**src/rtl/assert_macros.svh**
```systemverilog
// assertion helpers used by dh_forward_kinematics_core
`ifndef ASSERT_MACROS_SVH
`define ASSERT_MACROS_SVH

// property checked on every clock edge outside reset
`define DHFK_ASSERT(lbl, prop, msg) \
    lbl: assert property (@(posedge aclk) disable iff (!aresetn) (prop)) else $error(msg);

// implication whose consequent is checked in the cycle after the antecedent, outside reset
`define DHFK_ASSERT_NEXT(lbl, ante, cons, msg) \
    lbl: assert property (@(posedge aclk) disable iff (!aresetn) (ante) |=> (cons)) \
        else $error(msg);

`endif

```
**src/rtl/dhfk_pkg.sv**
```systemverilog
// ----------------------------------------------------------------------------
// dhfk_pkg
// Shared types, constants and the arctangent table of the DH kinematics core.
// ----------------------------------------------------------------------------
package dhfk_pkg;

    localparam int IN_W   = 112;
    localparam int OUT_W  = 128;
    localparam int STEP_W = 5;

    localparam logic signed [16:0] ANG_PI  = 17'sd25736;
    localparam logic signed [16:0] ANG_2PI = 17'sd51472;

    localparam logic signed [33:0] HALF_PI_Q30 = 34'sd1686629713;
    localparam logic signed [33:0] PI_Q30      = 34'sd3373259426;
    localparam logic signed [33:0] GAIN_Q30    = 34'sd652032874;

    typedef logic signed [31:0] word_t;

    typedef struct packed {
        logic              load;
        logic              step;
        logic              finish;
        logic              mul;
        logic              acc;
        logic              ident;
        logic              tphase;   // 0: joint matrix products, 1: chain product
        logic [2:0]        tidx;
        logic [1:0]        r;
        logic [1:0]        c;
        logic [1:0]        k;
        logic [STEP_W-1:0] cstep;
    } dhfk_cmd_t;

    typedef struct packed {
        logic last;
    } dhfk_stat_t;

    function automatic logic signed [33:0] atan_q30(input logic [STEP_W-1:0] i);
        logic signed [33:0] v;
        unique case (i)
            5'd0:  v = 34'sh03243F6A8;
            5'd1:  v = 34'sh01DAC6705;
            5'd2:  v = 34'sh00FADBAFC;
            5'd3:  v = 34'sh007F56EA6;
            5'd4:  v = 34'sh003FEAB76;
            5'd5:  v = 34'sh001FFD55B;
            5'd6:  v = 34'sh000FFFAAA;
            5'd7:  v = 34'sh0007FFF55;
            5'd8:  v = 34'sh0003FFFEA;
            5'd9:  v = 34'sh0001FFFFD;
            5'd10: v = 34'sh0000FFFFF;
            5'd11: v = 34'sh00007FFFF;
            5'd12: v = 34'sh00003FFFF;
            5'd13: v = 34'sh00001FFFF;
            5'd14: v = 34'sh00000FFFF;
            5'd15: v = 34'sh000007FFF;
            5'd16: v = 34'sh000003FFF;
            5'd17: v = 34'sh000001FFF;
            5'd18: v = 34'sh000000FFF;
            5'd19: v = 34'sh0000007FF;
            5'd20: v = 34'sh0000003FF;
            5'd21: v = 34'sh0000001FF;
            5'd22: v = 34'sh0000000FF;
            5'd23: v = 34'sh00000007F;
            5'd24: v = 34'sh00000003F;
            5'd25: v = 34'sh00000001F;
            5'd26: v = 34'sh00000000F;
            5'd27: v = 34'sh000000007;
            5'd28: v = 34'sh000000003;
            5'd29: v = 34'sh000000001;
            default: v = 34'sd0;
        endcase
        return v;
    endfunction

    function automatic word_t sat32(input logic signed [65:0] v);
        word_t w;
        if (v > 66'sd2147483647) begin
            w = 32'sh7FFFFFFF;
        end else if (v < -66'sd2147483648) begin
            w = 32'sh80000000;
        end else begin
            w = v[31:0];
        end
        return w;
    endfunction

endpackage

```
**src/rtl/dhfk_ctrl.sv**
```systemverilog
// ----------------------------------------------------------------------------
// dhfk_ctrl
// Sequencer: CORDIC iterations, shared multiplier schedule and row output.
// ----------------------------------------------------------------------------
module dhfk_ctrl import dhfk_pkg::*; #(
    parameter int CORDIC_STEPS = 16
) (
    input  logic       aclk,
    input  logic       aresetn,
    input  logic       s_tvalid,
    output logic       s_tready,
    output logic       m_tvalid,
    input  logic       m_tready,
    output logic       m_tlast,
    output logic [1:0] m_tuser,
    input  dhfk_stat_t stat,
    output dhfk_cmd_t  cmd
);

    localparam logic [2:0] ST_IDLE = 3'd0;
    localparam logic [2:0] ST_CORD = 3'd1;
    localparam logic [2:0] ST_FIN  = 3'd2;
    localparam logic [2:0] ST_MUL  = 3'd3;
    localparam logic [2:0] ST_ACC  = 3'd4;
    localparam logic [2:0] ST_EMIT = 3'd5;

    localparam logic [STEP_W-1:0] LAST_STEP = STEP_W'(CORDIC_STEPS - 1);

    logic [2:0]        state_reg, state_next;
    logic [STEP_W-1:0] step_reg, step_next;
    logic              phase_reg, phase_next;
    logic [2:0]        tidx_reg, tidx_next;
    logic [1:0]        r_reg, r_next, c_reg, c_next, k_reg, k_next;

    always_ff @(posedge aclk) begin
        if (!aresetn) begin
            state_reg <= ST_IDLE;
            step_reg  <= '0;
            phase_reg <= 1'b0;
            tidx_reg  <= '0;
            r_reg     <= '0;
            c_reg     <= '0;
            k_reg     <= '0;
        end else begin
            state_reg <= state_next;
            step_reg  <= step_next;
            phase_reg <= phase_next;
            tidx_reg  <= tidx_next;
            r_reg     <= r_next;
            c_reg     <= c_next;
            k_reg     <= k_next;
        end
    end

    always_comb begin
        state_next = state_reg;
        step_next  = step_reg;
        phase_next = phase_reg;
        tidx_next  = tidx_reg;
        r_next     = r_reg;
        c_next     = c_reg;
        k_next     = k_reg;
        cmd        = '0;
        cmd.tphase = phase_reg;
        cmd.tidx   = tidx_reg;
        cmd.r      = r_reg;
        cmd.c      = c_reg;
        cmd.k      = k_reg;
        cmd.cstep  = step_reg;
        unique case (state_reg)
            ST_IDLE: begin
                if (s_tvalid) begin
                    cmd.load   = 1'b1;
                    step_next  = '0;
                    state_next = ST_CORD;
                end
            end
            ST_CORD: begin
                cmd.step = 1'b1;
                if (step_reg == LAST_STEP) begin
                    state_next = ST_FIN;
                end else begin
                    step_next = step_reg + 1'b1;
                end
            end
            ST_FIN: begin
                cmd.finish = 1'b1;
                phase_next = 1'b0;
                tidx_next  = '0;
                state_next = ST_MUL;
            end
            ST_MUL: begin
                cmd.mul    = 1'b1;
                state_next = ST_ACC;
            end
            ST_ACC: begin
                cmd.acc    = 1'b1;
                state_next = ST_MUL;
                if (!phase_reg) begin
                    if (tidx_reg == 3'd5) begin
                        phase_next = 1'b1;
                        r_next     = '0;
                        c_next     = '0;
                        k_next     = '0;
                    end else begin
                        tidx_next = tidx_reg + 1'b1;
                    end
                end else if (k_reg != 2'd2) begin
                    k_next = k_reg + 1'b1;
                end else begin
                    k_next = '0;
                    if (c_reg != 2'd3) begin
                        c_next = c_reg + 1'b1;
                    end else begin
                        c_next = '0;
                        if (r_reg != 2'd2) begin
                            r_next = r_reg + 1'b1;
                        end else begin
                            r_next     = '0;
                            state_next = stat.last ? ST_EMIT : ST_IDLE;
                        end
                    end
                end
            end
            ST_EMIT: begin
                if (m_tready) begin
                    if (r_reg == 2'd2) begin
                        cmd.ident  = 1'b1;
                        r_next     = '0;
                        state_next = ST_IDLE;
                    end else begin
                        r_next = r_reg + 1'b1;
                    end
                end
            end
            default: begin
                state_next = ST_IDLE;
            end
        endcase
    end

    assign s_tready = (state_reg == ST_IDLE);
    assign m_tvalid = (state_reg == ST_EMIT);
    assign m_tlast  = (r_reg == 2'd2);
    assign m_tuser  = r_reg;

endmodule

```
**config.mk**
```make
export PLATFORM = sky130hd
export DESIGN_NAME = dhfk_ctrl
export DESIGN_NICKNAME = d
export VERILOG_FILES = /design/src/rtl/assert_macros.svh /design/src/rtl/dhfk_pkg.sv /design/src/rtl/dhfk_ctrl.sv
export SDC_FILE = /design/constraint.sdc
export NUM_CORES = 1
export LEC_CHECK = 0
export BUFFER_PORTS_ARGS = -buffer_cell sky130_fd_sc_hd__buf_2
export CORE_AREA = 4 4 57 59
export CTS_BUF_LIST = sky130_fd_sc_hd__clkbuf_8
export CTS_CLUSTER_DIAMETER = 150
export CTS_CLUSTER_SIZE = 20
export DETAILED_ROUTE_END_ITERATION = 7
export DIE_AREA = 0 0 61 63
export SLEW_MARGIN = 10
export SYNTH_ARGS = -nofsm -noshare
export SYNTH_HDL_FRONTEND = slang
export SYNTH_SLANG_ARGS = --single-unit
```
**constraint.sdc**
```tcl
create_clock -name aclk -period 2.6 [get_ports aclk]
set_clock_uncertainty 0.15 [all_clocks]
set_input_delay 0.26 -clock aclk [delete_from_list [all_inputs] [get_ports aclk]]
set_output_delay 0.26 -clock aclk [all_outputs]
set_load 0.005 [all_outputs]
```
Word-level counts from Yosys, hierarchy flattened
Index checks and enable logic that the tools add are counted.
{"block": "word_totals", "ff_bits": 18, "latch_bits": 0, "ramBits": 0, "rom_bits": 0, "n_memories": 0}
{"block": "op_classes", "n_addsub": 5, "mul": 0, "div": 0, "n_lt_le_gt_ge": 0, "n_eq_ne": 22, "n_shift": 0, "muxes": 41, "bitwise": 0, "reduce_logical": 11}
{"operator": "$mux W3", "n": 11}
{"operator": "$mux W2", "n": 12}
{"operator": "$ne A2 B2 Y1 const B", "n": 9}
{"operator": "$pmux W3 S6", "n": 1}
{"operator": "$mux W1", "n": 11}
{"operator": "$mux W5", "n": 2}
{"operator": "$pmux W5 S2", "n": 1}
{"operator": "$eq A3 B3 Y1 const B", "n": 3}
{"operator": "$ne A3 B3 Y1 const B", "n": 3}
{"operator": "$reduce_and A3 Y1", "n": 3}
{"operator": "$reduce_bool A2 Y1", "n": 4}
{"operator": "$add A2 B1 Y2 const B", "n": 3}
{"operator": "$eq A3 B2 Y1 const B", "n": 2}
{"operator": "$pmux W3 S2", "n": 1}
{"operator": "$add A5 B1 Y5 const B", "n": 1}
{"operator": "$eq A5 B4 Y1 const B", "n": 1}
{"operator": "$reduce_and A5 Y1", "n": 1}
{"operator": "$ne A2 B1 Y1 const B", "n": 2}
{"operator": "$pmux W2 S2", "n": 1}
{"operator": "$reduce_and A4 Y1", "n": 1}
{"operator": "$add A3 B1 Y3 const B", "n": 1}
{"operator": "$eq A3 B1 Y1 const B", "n": 1}
{"operator": "$logic_not A3 Y1", "n": 1}
{"operator": "$eq A2 B2 Y1 const B", "n": 1}
{"operator": "2 further kinds", "n": 2}

Depth between registers and ports, before layout
{"block": "logic_depth", "word_depth": 6, "depth_mapped": 7, "mapped_depth_nobuf": 7}

Worst setup path after synthesis
OpenSTA, ideal clock, no wires.
{"block": "synth_timing", "path_type": "register to register", "start": "register step_reg[0]", "end": "register step_reg[3]", "setup_time_ns": 0.070, "arrival_ns": 1.794, "slack_ns": 0.586, "path_stages_with_launch": 8, "n_path_buf": 0, "synth_period_minus_slack_ns": 2.014, "cell_sequence": "dfxtp_1 > ha_1 > and3_1 > ha_1 > nor4b_4 > nor2_2 > or3_1 > a21oi_1"}
{"block": "synth_via", "elab_chain_len": 3, "word_cells_on_any_way": 6, "cone_classes": "1 x add/sub; 2 x eq/ne; 2 x mux; 1 x reduce/logical"}
{"item": "from (decl)", "line": "dhfk_ctrl.sv:30", "source": "logic [STEP_W-1:0] step_reg, step_next;"}
{"item": "from (signal assigned)", "line": "dhfk_ctrl.sv:46", "source": "step_reg <= step_next;"}
{"item": "$add A5 B1 Y5 / $eq A5 B4 Y1 (equally long branches)", "line": "dhfk_ctrl.sv:83, dhfk_ctrl.sv:80"}
{"item": "$mux W5 / $ne A2 B2 Y1 (equally long branches)"}
{"item": "$pmux W5 S2 / $reduce_and A3 Y1 (equally long branches)"}
Parallel ways exist; a longest one is shown, timed or not. The select of a mux whose other input is x is not followed.
A chain may end at the register's enable or synchronous reset.

Worst setup path after layout
Ends and elaborated chain as after synthesis.

==> results.py <==
metrics = {
    "run_status": {
        "status": "completed",
    },
    "hold_path": {
        "hold_path_class": "input port to register",
    },
    "yosys": {
        "yosysWarnings": 0,
        "synth_edf_count": 0,
        "netlist_area_um2": 1070,
        "ys_seq_area_share_pct": 33.8,
        "synth_seq_cells": 18,
        "netlist_instances": 123,
        "syn_avg_cell_area_um2": 8.67,
        "synth_cell_types": 38,
        "synth-async-reset-ratio_pct": 0,
        "synth_ff_type": "dfxtp_1",
        "syn_nets": 133,
    },
    "floorplan": {
        "die_w_um": 61,
        "coreArea_um2": 2710,
        "die_area_um2": 3840,
        "start_util_pct": 39.3,
        "fp-row-count": 19,
        "fp.dieH_um": 63,
        "io_pins": 31,
    },
    "cells_and_area": {
        "drive_gt1_share_pct": 26.5,
        "fin_cells": 178,
        "largest_reg_flops": 5,
        "n_antenna_cell": 0,
        "nNetsFinal": 159,
        "syn_to_final_growth_pct": 16.8,
    },
    "detailed_routing": {
        "via_count": 939,
        "drt-total-wl_um": 2370,
        "wl_per_cell_um": 13.3,
        "drc_errors": 0,
        "drt.antenna.violating_nets": 0,
        "first_pass_iters": 4,
        "viasPerCell": 5.28,
        "initialDrtViolationCount": 29,
    },
    "clock_network": {
        "cts_resized": 0,
        "clock_path_buffers": 2,
        "cts-root-buf": "clkbuf_8",
        "cts_tree": "yes",
        "hold_buffers": 0,
        "cts_buffers": 3,
        "post_cts_buffers": 0,
        "cts_sinks": 18,
        "path_clk_slew_ns": 0.07,
        "insertion_delay_ns": 0.25,
        "htree_levels": 1,
    },
    "timing": {
        "final.setup.tns_ns": 0,
        "period_minus_slack_ns": 2.15,
        "grt_setup_unrepaired": "false",
        "slew_headroom_pct": 64.3,
        "drv_slew": 0,
        "period_share_pct": 82.5,
        "finalSetupViolations": 0,
        "finalHoldViolations": 0,
        "fmax_mhz": 466,
        "worstMarginPinSlew_ns": 0.535,
        "whs_ns": 0.193,
    },
    "setup_path": {
        "crit_top_cell": "ha_1",
        "endpoint_kind": "register",
        "crit_type": "register to register",
        "cp.required_ns": 2.63,
        "critPathMaxFanout": 6,
        "crit_path_max_incr_delay_ns": 0.39,
        "startpoint_type": "register",
        "arrival_ns": 2.18,
        "path_cells": "ha_1 -> and3_1 -> ha_1 -> nor4b_4 -> nor2_2 -> or3_1 -> a21oi_1",
        "cpMaxStageDelayCell": "nor4b_4",
    },
    "pwr": {
        "power_frac_comb_pct": 29.1,
        "internal_power_uw": 514,
        "vdd_drop_max_v": 0.000426,
        "switching_share_pct": 33.4,
        "powerDensity_nw_per_um2": 619,
        "seq_power_share_pct": 46.3,
        "power_uw": 771,
        "pwr-share-clk_pct": 24.6,
        "power_switching_uw": 257,
        "leakagePower_nw": 0.599,
    },
    "global_routing": {
        "grt_pass1_vias": 935,
        "overflow": 0,
        "grt_pass1_wl_um": 4200,
        "grt_usage_pct": 13.7,
        "antenna_found_initial": 0,
        "grt_max_degree": 18,
    },
    "placement": {
        "dp.cells": 175,
        "io_buffers": 30,
        "hpwlAfterDp_um": 1780,
        "place_congestion": 0.750,
    },
    "flow_run": {
        "cap_violations": 0,
    },
}
==> final cells by class <==
class,count,area (um2)
Clock buffer,3,41.3
Fill cell,282,1470
Inverter,5,18.8
Multi-Input combinational cell,90,628
Sequential cell,18,360
Tap cell,31,38.8
Timing Repair Buffer,31,158
==> synth_stat cells (all sizes together) (3+ instances only) <==
library cell,count,share of area (%)
dfxtp,18,34
nand2,15,5.3
nor2,9,3.4
a21boi,7,4.9
and3,7,4.1
buf,7,4.5
ha,5,5.9
inv,5,1.8
a21oi,3,1.4
and3b,3,2.5
clkbuf,3,1.1
mux2i,3,2.8
nand3,3,1.4
nand4,3,1.8
nand4b,3,2.5
nor2b,3,1.8
xnor2,3,2.5
==> power groups by stage <==
stage	combinational (mW)	sequential, mW	clock [mW]
after CTS	0.226	0.356	0.199
after global placement	0.222	0.360	0
after detailed placement	0.225	0.362	0
after floorplan	0.199	0.325	0
final	0.224	0.357	0.190
after global routing	0.255	0.365	0.216
==> cell usage in the layout (no fill, tap or decap), types with 3 or more instances in the layout <==
master    count
nand4b_1      3
dfxtp_1      18
and3_1        7
a21boi_0      7
inv_1         5
clkbuf_8      3
nand3_1       3
nand4_1       3
nor2_1        8
xnor2_1       3
nand2_1      15
ha_1          5
and3b_1       3
mux2i_1       3
nor2b_1       3
buf_2        30
a21oi_1       3
==> per-stage QoR <==
step / utilization (%) / setup slack (ns) / area [um2]
5_1_grt: 45.9 / 0.306 / 1240
3_5_place_dp: 44.4 / 0.477 / 1200
4_1_cts: 45.9 / 0.456 / 1240
3_3_place_gp: 44.4 / 0.523 / 1200
2_1_floorplan: - / 0.586 / 1070
6_report: 45.9 / 0.455 / 1240
==> worst max-delay path: cells and delay by family (launching register included) <==
family                   cells  cell delay (ns)
flip-flops                   1             0.34
AO/OA/AOI/OAI                1             0.14
AND/OR/NAND/NOR              4             1.03
adder cells (fa/ha/maj)      2             0.43
==> layer usage <==
metal	share of wire, %	global-route usage [%]
met3	4.4	4.13
met1	49	18.2
met4	0.42	2.17
met5	0	0
met2	46	21.8
==> path summary, 6_finish.rpt <==
check         startpoint      endpoint  slack, ns  depth (start not counted)
min             s_tvalid  state_reg[0]       0.19                          3
max          step_reg[0]   step_reg[3]       0.45                          7
max reg2reg  step_reg[0]   step_reg[3]       0.45                          7
min reg2reg     c_reg[1]      c_reg[1]       0.34                          2
==> cell families (layout without fill, tap and decap cells) <==
family          Yosys count  after routing  share of synthesized area, %
compound gates           23             23                          15.3
xor+xnor                  4              4                          3.29
fa+ha+maj                 5              5                          5.87
buf+inv                  15             39                          7.28
flops                    18             18                          33.8
mux                       3              3                          2.82
simple gates             55             55                          31.7
Note: power is estimated with default switching activity, not from simulation.
